### config.mk
export PLATFORM = sky130hd
export DESIGN_NAME = binomial_coefficient_unit
export DESIGN_NICKNAME = d
export VERILOG_FILES = /design/src/sv/bcu_pkg.sv /design/src/sv/bcu_div.sv /design/src/sv/binomial_coefficient_unit.sv
export SDC_FILE = /design/constraint.sdc
export NUM_CORES = 2
export LEC_CHECK = 0
export BUFFER_PORTS_ARGS = -buffer_cell sky130_fd_sc_hd__buf_2
export CORE_ASPECT_RATIO = 1.25
export CORE_UTILIZATION = 35
export CTS_BUF_LIST = sky130_fd_sc_hd__clkbuf_8 sky130_fd_sc_hd__clkbuf_16
export DETAILED_ROUTE_END_ITERATION = 8
export PLACE_DENSITY = 0.53
export SLEW_MARGIN = 20
export SYNTH_ARGS = -nofsm -noshare
export SYNTH_HDL_FRONTEND = slang
export SYNTH_HIERARCHICAL = 1
export SYNTH_SLANG_ARGS = --single-unit
### constraint.sdc
create_clock -name i_clk -period 7.2 [get_ports i_clk]
set_input_delay 1.44 -clock i_clk [delete_from_list [all_inputs] [get_ports i_clk]]
set_output_delay 1.44 -clock i_clk [all_outputs]
set_load 0.005 [all_outputs]
### src/sv/bcu_pkg.sv
// Shared request/response types for the binomial coefficient unit.
package bcu_pkg;

    localparam int COEF_W = 64;
    localparam int FIELD_W = 16;

    typedef struct packed {
        logic [FIELD_W-1:0] set_size;
        logic [FIELD_W-1:0] choose_count;
    } t_bcu_req;

    typedef struct packed {
        logic [COEF_W-1:0] coefficient;
        logic              overflowed;
    } t_bcu_rsp;

endpackage

### src/sv/bcu_div.sv
// Shared restoring divider: one quotient bit per cycle, narrow or 64-bit dividend.
module bcu_div
    import bcu_pkg::*;
#(
    parameter int ARG_BITS = 16
) (
    input  logic                i_clk,
    input  logic                i_rst_n,
    input  logic                i_start,
    input  logic                i_wide,
    input  logic [COEF_W-1:0]   i_dividend,
    input  logic [ARG_BITS-1:0] i_divisor,
    output logic                o_done,
    output logic [COEF_W-1:0]   o_quotient,
    output logic [ARG_BITS-1:0] o_remainder
);

    localparam int CNT_W = $clog2(COEF_W + 1);

    logic                r_busy;
    logic                r_done;
    logic [CNT_W-1:0]    r_cnt;
    logic [COEF_W-1:0]   r_quo;
    logic [ARG_BITS-1:0] r_rem;
    logic [ARG_BITS-1:0] r_dvs;

    logic [ARG_BITS:0]   w_rem_sh;
    logic                w_ge;
    logic [ARG_BITS:0]   w_diff;

    assign w_rem_sh = {r_rem, r_quo[COEF_W-1]};
    assign w_ge     = w_rem_sh >= {1'b0, r_dvs};
    assign w_diff   = w_rem_sh - {1'b0, r_dvs};

    always_ff @(posedge i_clk) begin
        if (!i_rst_n) begin
            r_busy <= 1'b0;
            r_done <= 1'b0;
            r_cnt  <= '0;
        end else begin
            r_done <= 1'b0;
            if (i_start) begin
                r_busy <= 1'b1;
                r_rem  <= '0;
                r_dvs  <= i_divisor;
                if (i_wide) begin
                    r_quo <= i_dividend;
                    r_cnt <= CNT_W'(COEF_W);
                end else begin
                    // left-align the narrow dividend so quotient lands in low bits
                    r_quo <= {i_dividend[ARG_BITS-1:0], {(COEF_W-ARG_BITS){1'b0}}};
                    r_cnt <= CNT_W'(ARG_BITS);
                end
            end else if (r_busy) begin
                r_rem <= w_ge ? w_diff[ARG_BITS-1:0] : w_rem_sh[ARG_BITS-1:0];
                r_quo <= {r_quo[COEF_W-2:0], w_ge};
                r_cnt <= r_cnt - CNT_W'(1);
                if (r_cnt == CNT_W'(1)) begin
                    r_busy <= 1'b0;
                    r_done <= 1'b1;
                end
            end
        end
    end

    assign o_done      = r_done;
    assign o_quotient  = r_quo;
    assign o_remainder = r_rem;

endmodule

### src/sv/binomial_coefficient_unit.sv
// Binomial coefficient unit: sequencer around a shared divider and a split multiplier.
//
// Requests arrive on i_req with i_in_valid; one is taken at an edge where
// i_in_valid is high and o_in_stall is low. o_in_stall is high for the whole
// time an item is being worked on. Each request gives one response on o_rsp
// with o_out_valid, taken at an edge where i_out_stall is low.
// The low ARG_BITS bits of each input field are used. For r' = min(r, k-r)
// the item runs r' steps; each step is a Euclid gcd (one or more narrow
// divides), two narrow divides, one 64-bit divide of the running value and
// a split multiply (low half, high half, add). All divides go through one
// bit-serial divider. The item takes no steps when r' is zero or r exceeds
// k; overflow ends the item early.
// One request at a time: the next is taken the cycle after the result is
// registered. The response sits in an output register; if the receiver
// stalls, the next finished result waits until that register frees. Reset
// empties the output register and returns the sequencer to idle.
module binomial_coefficient_unit
    import bcu_pkg::*;
#(
    parameter int ARG_BITS = 16
) (
    input  logic     i_clk,
    input  logic     i_rst_n,
    input  logic     i_in_valid,
    output logic     o_in_stall,
    input  t_bcu_req i_req,
    output logic     o_out_valid,
    input  logic     i_out_stall,
    output t_bcu_rsp o_rsp
);

    localparam int AB = ARG_BITS;
    localparam int PW = COEF_W + ARG_BITS;
    localparam int HW = COEF_W / 2;

    typedef enum logic [3:0] {
        S_IDLE, S_CHECK, S_GCD_GO, S_GCD_W, S_DT_GO, S_DT_W,
        S_DI_GO, S_DI_W, S_DA_GO, S_DA_W, S_MUL_LO, S_MUL_HI, S_MUL_ADD, S_DONE
    } t_state;

    t_state          r_state;
    logic [AB-1:0]   r_k, r_lim, r_step, r_term, r_idx, r_x, r_y;
    logic [COEF_W-1:0] r_acc;
    logic            r_ovf;
    logic [HW+AB-1:0] r_plo, r_phi;
    logic            r_out_valid;
    t_bcu_rsp        r_rsp;

    logic [AB-1:0]   w_k, w_r, w_rc;
    logic [PW-1:0]   w_prod;
    logic            w_div_start, w_div_wide, w_div_done;
    logic [COEF_W-1:0] w_div_dvd, w_div_quo;
    logic [AB-1:0]   w_div_dvs, w_div_rem;
    logic            w_rsp_load;

    assign w_k    = AB'(i_req.set_size);
    assign w_r    = AB'(i_req.choose_count);
    assign w_rc   = w_k - w_r;
    assign w_prod = {r_phi, {HW{1'b0}}} + {{HW{1'b0}}, r_plo};

    assign w_rsp_load = (r_state == S_DONE) && (!r_out_valid || !i_out_stall);

    assign w_div_start = (r_state == S_GCD_GO) || (r_state == S_DT_GO) ||
                         (r_state == S_DI_GO) || (r_state == S_DA_GO);

    always_comb begin
        w_div_wide = 1'b0;
        w_div_dvd  = {{(COEF_W-AB){1'b0}}, r_x};
        w_div_dvs  = r_y;
        case (r_state)
            S_DT_GO: begin
                w_div_dvd = {{(COEF_W-AB){1'b0}}, r_term};
                w_div_dvs = r_x;
            end
            S_DI_GO: begin
                w_div_dvd = {{(COEF_W-AB){1'b0}}, r_idx};
                w_div_dvs = r_x;
            end
            S_DA_GO: begin
                w_div_wide = 1'b1;
                w_div_dvd  = r_acc;
                w_div_dvs  = r_idx;
            end
            default: ;
        endcase
    end

    bcu_div #(.ARG_BITS(ARG_BITS)) u_div (
        .i_clk       (i_clk),
        .i_rst_n     (i_rst_n),
        .i_start     (w_div_start),
        .i_wide      (w_div_wide),
        .i_dividend  (w_div_dvd),
        .i_divisor   (w_div_dvs),
        .o_done      (w_div_done),
        .o_quotient  (w_div_quo),
        .o_remainder (w_div_rem)
    );

    always_ff @(posedge i_clk) begin
        if (!i_rst_n) begin
            r_state     <= S_IDLE;
            r_out_valid <= 1'b0;
        end else begin
            if (w_rsp_load) r_out_valid <= 1'b1;
            else if (r_out_valid && !i_out_stall) r_out_valid <= 1'b0;
            unique case (r_state)
                S_IDLE: if (i_in_valid) begin
                    r_k    <= w_k;
                    r_acc  <= {{(COEF_W-1){1'b0}}, 1'b1};
                    r_ovf  <= 1'b0;
                    r_step <= AB'(1);
                    r_lim  <= (w_r > w_rc) ? w_rc : w_r;
                    if (w_r > w_k) begin
                        r_acc   <= '0;
                        r_state <= S_DONE;
                    end else begin
                        r_state <= S_CHECK;
                    end
                end
                S_CHECK: begin
                    if (r_step > r_lim) begin
                        r_state <= S_DONE;
                    end else begin
                        r_term  <= r_k - r_step + AB'(1);
                        r_x     <= r_k - r_step + AB'(1);
                        r_idx   <= r_step;
                        r_y     <= r_step;
                        r_state <= S_GCD_GO;
                    end
                end
                S_GCD_GO: r_state <= S_GCD_W;
                S_GCD_W: if (w_div_done) begin
                    r_x <= r_y;
                    r_y <= w_div_rem;
                    // zero remainder: the gcd is the old divisor, now in r_x
                    r_state <= (w_div_rem == '0) ? S_DT_GO : S_GCD_GO;
                end
                S_DT_GO: r_state <= S_DT_W;
                S_DT_W: if (w_div_done) begin
                    r_term  <= w_div_quo[AB-1:0];
                    r_state <= S_DI_GO;
                end
                S_DI_GO: r_state <= S_DI_W;
                S_DI_W: if (w_div_done) begin
                    r_idx   <= w_div_quo[AB-1:0];
                    r_state <= S_DA_GO;
                end
                S_DA_GO: r_state <= S_DA_W;
                S_DA_W: if (w_div_done) begin
                    r_acc   <= w_div_quo;
                    r_state <= S_MUL_LO;
                end
                S_MUL_LO: begin
                    r_plo   <= r_acc[HW-1:0] * r_term;
                    r_state <= S_MUL_HI;
                end
                S_MUL_HI: begin
                    r_phi   <= r_acc[COEF_W-1:HW] * r_term;
                    r_state <= S_MUL_ADD;
                end
                S_MUL_ADD: begin
                    if (|w_prod[PW-1:COEF_W]) begin
                        r_acc   <= '1;
                        r_ovf   <= 1'b1;
                        r_state <= S_DONE;
                    end else begin
                        r_acc   <= w_prod[COEF_W-1:0];
                        r_step  <= r_step + AB'(1);
                        r_state <= S_CHECK;
                    end
                end
                S_DONE: if (w_rsp_load) begin
                    r_rsp.coefficient <= r_acc;
                    r_rsp.overflowed  <= r_ovf;
                    r_state           <= S_IDLE;
                end
                default: r_state <= S_IDLE;
            endcase
        end
    end

    assign o_in_stall  = (r_state != S_IDLE);
    assign o_out_valid = r_out_valid;
    assign o_rsp       = r_rsp;

`ifndef NO_ASSERTIONS
    a_ovf_ones: assert property (@(posedge i_clk) disable iff (!i_rst_n)
        o_out_valid && o_rsp.overflowed |-> &o_rsp.coefficient)
        else $error("overflow response without all-ones coefficient");

    a_busy_after_req: assert property (@(posedge i_clk) disable iff (!i_rst_n)
        i_in_valid && !o_in_stall |=> o_in_stall)
        else $error("unit not busy after taking a request");

    a_div_done_wait: assert property (@(posedge i_clk) disable iff (!i_rst_n)
        w_div_done |-> (r_state == S_GCD_W || r_state == S_DT_W ||
                        r_state == S_DI_W || r_state == S_DA_W))
        else $error("divider finished outside a wait state");
`endif

endmodule

==> results <==
- Averaged over all synthesized cells, the footprint is slightly below 10 um^2.
- Clock-pin slew was measured on the worst setup and hold paths at 0.06 ns.
- The detailed router put a total of around 66000 um of wire on met1.
- For this design, the CTS-stage hold fixing added 0 buffers.
- The final reports fail on design-rule violations.
- The first-pass GRT wire length is roughly 260000 um.
- The clock tree buffer depth is 3.
- The TritonCTS clock tree is built.
- The path type of the worst setup path is flop to flop.
- At the worst endpoint, the required time is about 7.6 ns.
- The number of input and output port buffers inserted is slightly above 100.
- The root buffer cell chosen for the clock tree is sky130_fd_sc_hd__clkbuf_16.
- Measured against its own limit, the worst slew margin works out to ~31%.
- The final-report hold violation count came to 0.
- Derived from the worst setup path, the maximum achievable clock frequency is around 140 MHz.
- After detailed routing, the number of remaining DRC violations is 8.
- After layout, the minimum clock period comes to between 6 and 7 ns.
- Row generation in the floorplan step produced around 160 rows.
- In the synthesized netlist the dominant register cell turns out to be sky130_fd_sc_hd__edfxtp_1.
- STA classifies the critical path endpoint as a flop.
- Detailed routing placed a total of roughly 7400 um of wire on met3.
- The area added between synthesis and finish is 10.3%.
- After global routing the overflow that remains totals 0.
- Setup repair after global routing left no endpoint under its margin.
- Across the run, the number of max-cap violations was 0.
- Detailed routing placed a total of 83500 um of wire on met2.
- The highest routed metal layer is met4.
- The netlist uses 79 different library cells.
- Setup violations remaining at the end of the flow were counted as 0.
- Summed over all failing endpoints, the final setup total negative slack is 0 ns.
- After the first detailed-routing iteration, the DRC count stood at approximately 2900.
- Pin placement for this block handled 103 I/O pins.
- The core region is ~150000 um^2.
- The yosys synthesis warning count is 6.
- After detailed routing, the total wire length is between 150000 and 200000 um.
- The final estimated routing congestion in global placement is 0.909.
- After synthesis, the share of flip-flops with an asynchronous set or reset is 0%.
- The detail route stage leaves a number of antenna-violating nets equal to 0.
- The utilization after layout is 39.1%.
- The floorplan step defined a die boundary enclosing roughly 160000 um^2.
- The type of the worst min-delay path is flop to flop.
- The number of nets at the end of the flow is roughly 7000.
- The die span in y is approximately 440 um.
- The number of buffers created by CTS is 54.
- The flow ran to the end, but the final reports show violations.
- The post-synth design cell area is 54800 um^2.
- Synthesis inferred between 400 and 500 register bits.
- Using the TritonRoute via totals, the vias-per-cell ratio works out to between 5 and 6.
- The period utilization is between 90 and 100%.
- The non-filler instance count after layout is slightly below 8000.
- Once detailed placement completed, the half-perimeter wirelength came to around 130000 um.
- The initial antenna violation count is 9.
- The count of flip-flops with a built-in enable after synthesis is around 430.
- For the final database, setup skew stands at ~0.057 ns.
- The worst setup path is launched from a flop.
- Counting every sink on the clock net gives about 450.
- The first-pass iteration count of the detailed router is 8.
- The routed length per placed instance is 20.9 um.
- The die width is about 360 um.
- The later pin in the worst-skew pair is clocked with a latency of between 0.6 and 0.7 ns.
- The total global-route track usage is a little over a fifth.
- The share of the Yosys chip area taken by registers is 24.3%.
- The cell count after placement is 7733.
- The vias after detailed routing is approximately 41000.
- The number of cells produced by synthesis is roughly 5700.
- Synthesis produced a netlist with a net count of 6909.
- The number of global-route vias before repair is between 40000 and 50000.
- The proportion of layout cells with a drive suffix above 1 is under 10%.
- The slew of the pin with the lowest slew margin is 1.04 ns.
- Entering global routing, the biggest net connects between 60 and 70 pins.
- CTS built an H-tree with a depth of 2.
- The final number of max-transition violations is 0.
- The maximum fanout along the worst path is 10.
- For the worst setup path, the data arrival time is 7.32 ns.
- The starting density of the core is between 30% and 40%.
[sequential cells by signal (all words and copies together), names as in the netlist]
register,flops
r_step,16
r_lim,16
o_out_valid,1
r_y,16
u_div/o_remainder,16
r_ovf,1
r_term,16
r_plo,48
o_rsp,65
r_k,16
u_div/r_busy,1
u_div/r_cnt,7
r_phi,48
r_idx,16
r_state,4
u_div/r_dvs,16
r_x,16
r_acc,64
u_div/o_done,1
u_div/o_quotient,64
[metal layers]
metal / global-route usage [%] / vias to the layer above
li1: - / 18300
met1: 26.5 / 20900
met2: 37.4 / 1118
met3: 1.70 / 230
met4: 7.62 / 0
met5: 0 / -
[cells by family (layout without fill, tap and decap cells)]
group	Yosys count	in the layout	share of synthesized area [%]
flops	448	448	24.3
buf+inv	1247	1365	8.64
mux	29	29	0.546
compound gates	748	748	8.81
simple gates	1849	1849	16.3
fa+ha+maj	1192	1192	38.8
other cells	0	3	0
xor+xnor	168	168	2.69
[cell type report]
cell class              instances  area, um^2
fillers                     15600       94300
multi-input cells            3986       36900
inverters                     966        3630
clock buffers                  54        1350
diodes                          3        7.51
clock inverters                46         447
repair buffers                299        2250
flip-flops and latches        448       13300
well taps                    2037        2550
[cell usage in the layout (no fill, tap or decap), drive strengths merged, types with 32 or more instances in the layout]
master	n
a22o	48
nand3	59
o21a	33
inv	978
ha	352
buf	299
nor2	142
xnor2	108
and3	76
a21o	77
o21ai	223
nand2	893
edfxtp	434
a21oi	178
nor3	97
nand4	32
fa	840
xor2	60
clkbuf	54
and2	442
[cells in the mapped netlist (all sizes together), types with 12 or more instances]
| cell type | number | share of area (%) |
|---|---|---|
| dfxtp | 14 | 0.51 |
| nand3 | 59 | 0.54 |
| buf | 16 | 0.20 |
| fa | 840 | 31 |
| o21bai | 13 | 0.18 |
| o21ai | 223 | 2.0 |
| nor2b | 19 | 0.22 |
| o31ai | 15 | 0.21 |
| o211ai | 15 | 0.21 |
| o21a | 33 | 0.45 |
| and2 | 442 | 5.1 |
| a22o | 48 | 0.77 |
| a31oi | 16 | 0.18 |
| inv | 966 | 6.6 |
| a22oi | 16 | 0.22 |
| nand4 | 32 | 0.37 |
| or3 | 18 | 0.21 |
| nand2b | 23 | 0.26 |
| xor2 | 60 | 0.96 |
| ha | 352 | 8.0 |
| a21oi | 178 | 1.6 |
| nor3 | 97 | 0.99 |
| edfxtp | 434 | 24 |
| a222oi | 16 | 0.29 |
| mux2i | 22 | 0.40 |
| a21o | 77 | 1.1 |
| nand2 | 893 | 6.1 |
| a211oi | 23 | 0.32 |
| nor2 | 142 | 0.98 |
| xnor2 | 108 | 1.7 |
| and3 | 76 | 0.87 |
| or2 | 12 | 0.14 |
| clkbuf | 265 | 1.8 |
[worst max-delay path, stage by stage, from the launching register on]
cell and delay, ns:
sky130_fd_sc_hd__edfxtp_1 0.57, sky130_fd_sc_hd__and2_1 0.25, sky130_fd_sc_hd__fa_1 0.48, sky130_fd_sc_hd__inv_1 0.05, sky130_fd_sc_hd__fa_1 0.47, sky130_fd_sc_hd__fa_1 0.53, sky130_fd_sc_hd__inv_1 0.06, sky130_fd_sc_hd__fa_1 0.49
sky130_fd_sc_hd__fa_1 0.51, sky130_fd_sc_hd__inv_1 0.05, sky130_fd_sc_hd__fa_1 0.47, sky130_fd_sc_hd__inv_1 0.04, sky130_fd_sc_hd__ha_1 0.33, sky130_fd_sc_hd__a21o_1 0.20, sky130_fd_sc_hd__a21o_1 0.19, sky130_fd_sc_hd__or3_1 0.34
sky130_fd_sc_hd__o211ai_1 0.26, sky130_fd_sc_hd__nand4_1 0.20, sky130_fd_sc_hd__and3_1 0.20, sky130_fd_sc_hd__or3_1 0.45, sky130_fd_sc_hd__a31oi_2 0.25, sky130_fd_sc_hd__o21ai_1 0.10, sky130_fd_sc_hd__xor2_1 0.15
[through the flow]
stage	area, um^2	hold slack, ns	setup slack, ns
finish	60400	0.450	0.299
global route	60400	0.456	0.0148
CTS	60400	0.455	0.131
detailed placement	58600	0.440	0.216
global placement	58600	0.467	0.240
floorplan	54800	0.400	0.561
[path summary, 6_finish.rpt]
check	from	endpoint	slack (ns)	cells past startpoint
setup / recovery	r_acc[7]	r_plo[42]	0.30	22
setup reg to reg	r_acc[7]	r_plo[42]	0.30	22
hold reg to reg	r_ovf	o_rsp[0]	0.45	0
hold / removal	r_ovf	o_rsp[0]	0.45	0
[what timing repair did]
action | 4_1_cts | 5_1_grt
gates resized for setup | 0 | 4
setup buffers | 0 | 2
endpoints found under the setup margin | 0 | 8
Power is left out: the tool's default activity adds up to more than one toggle a clock period on the data nets, which glitch-free logic cannot reach.
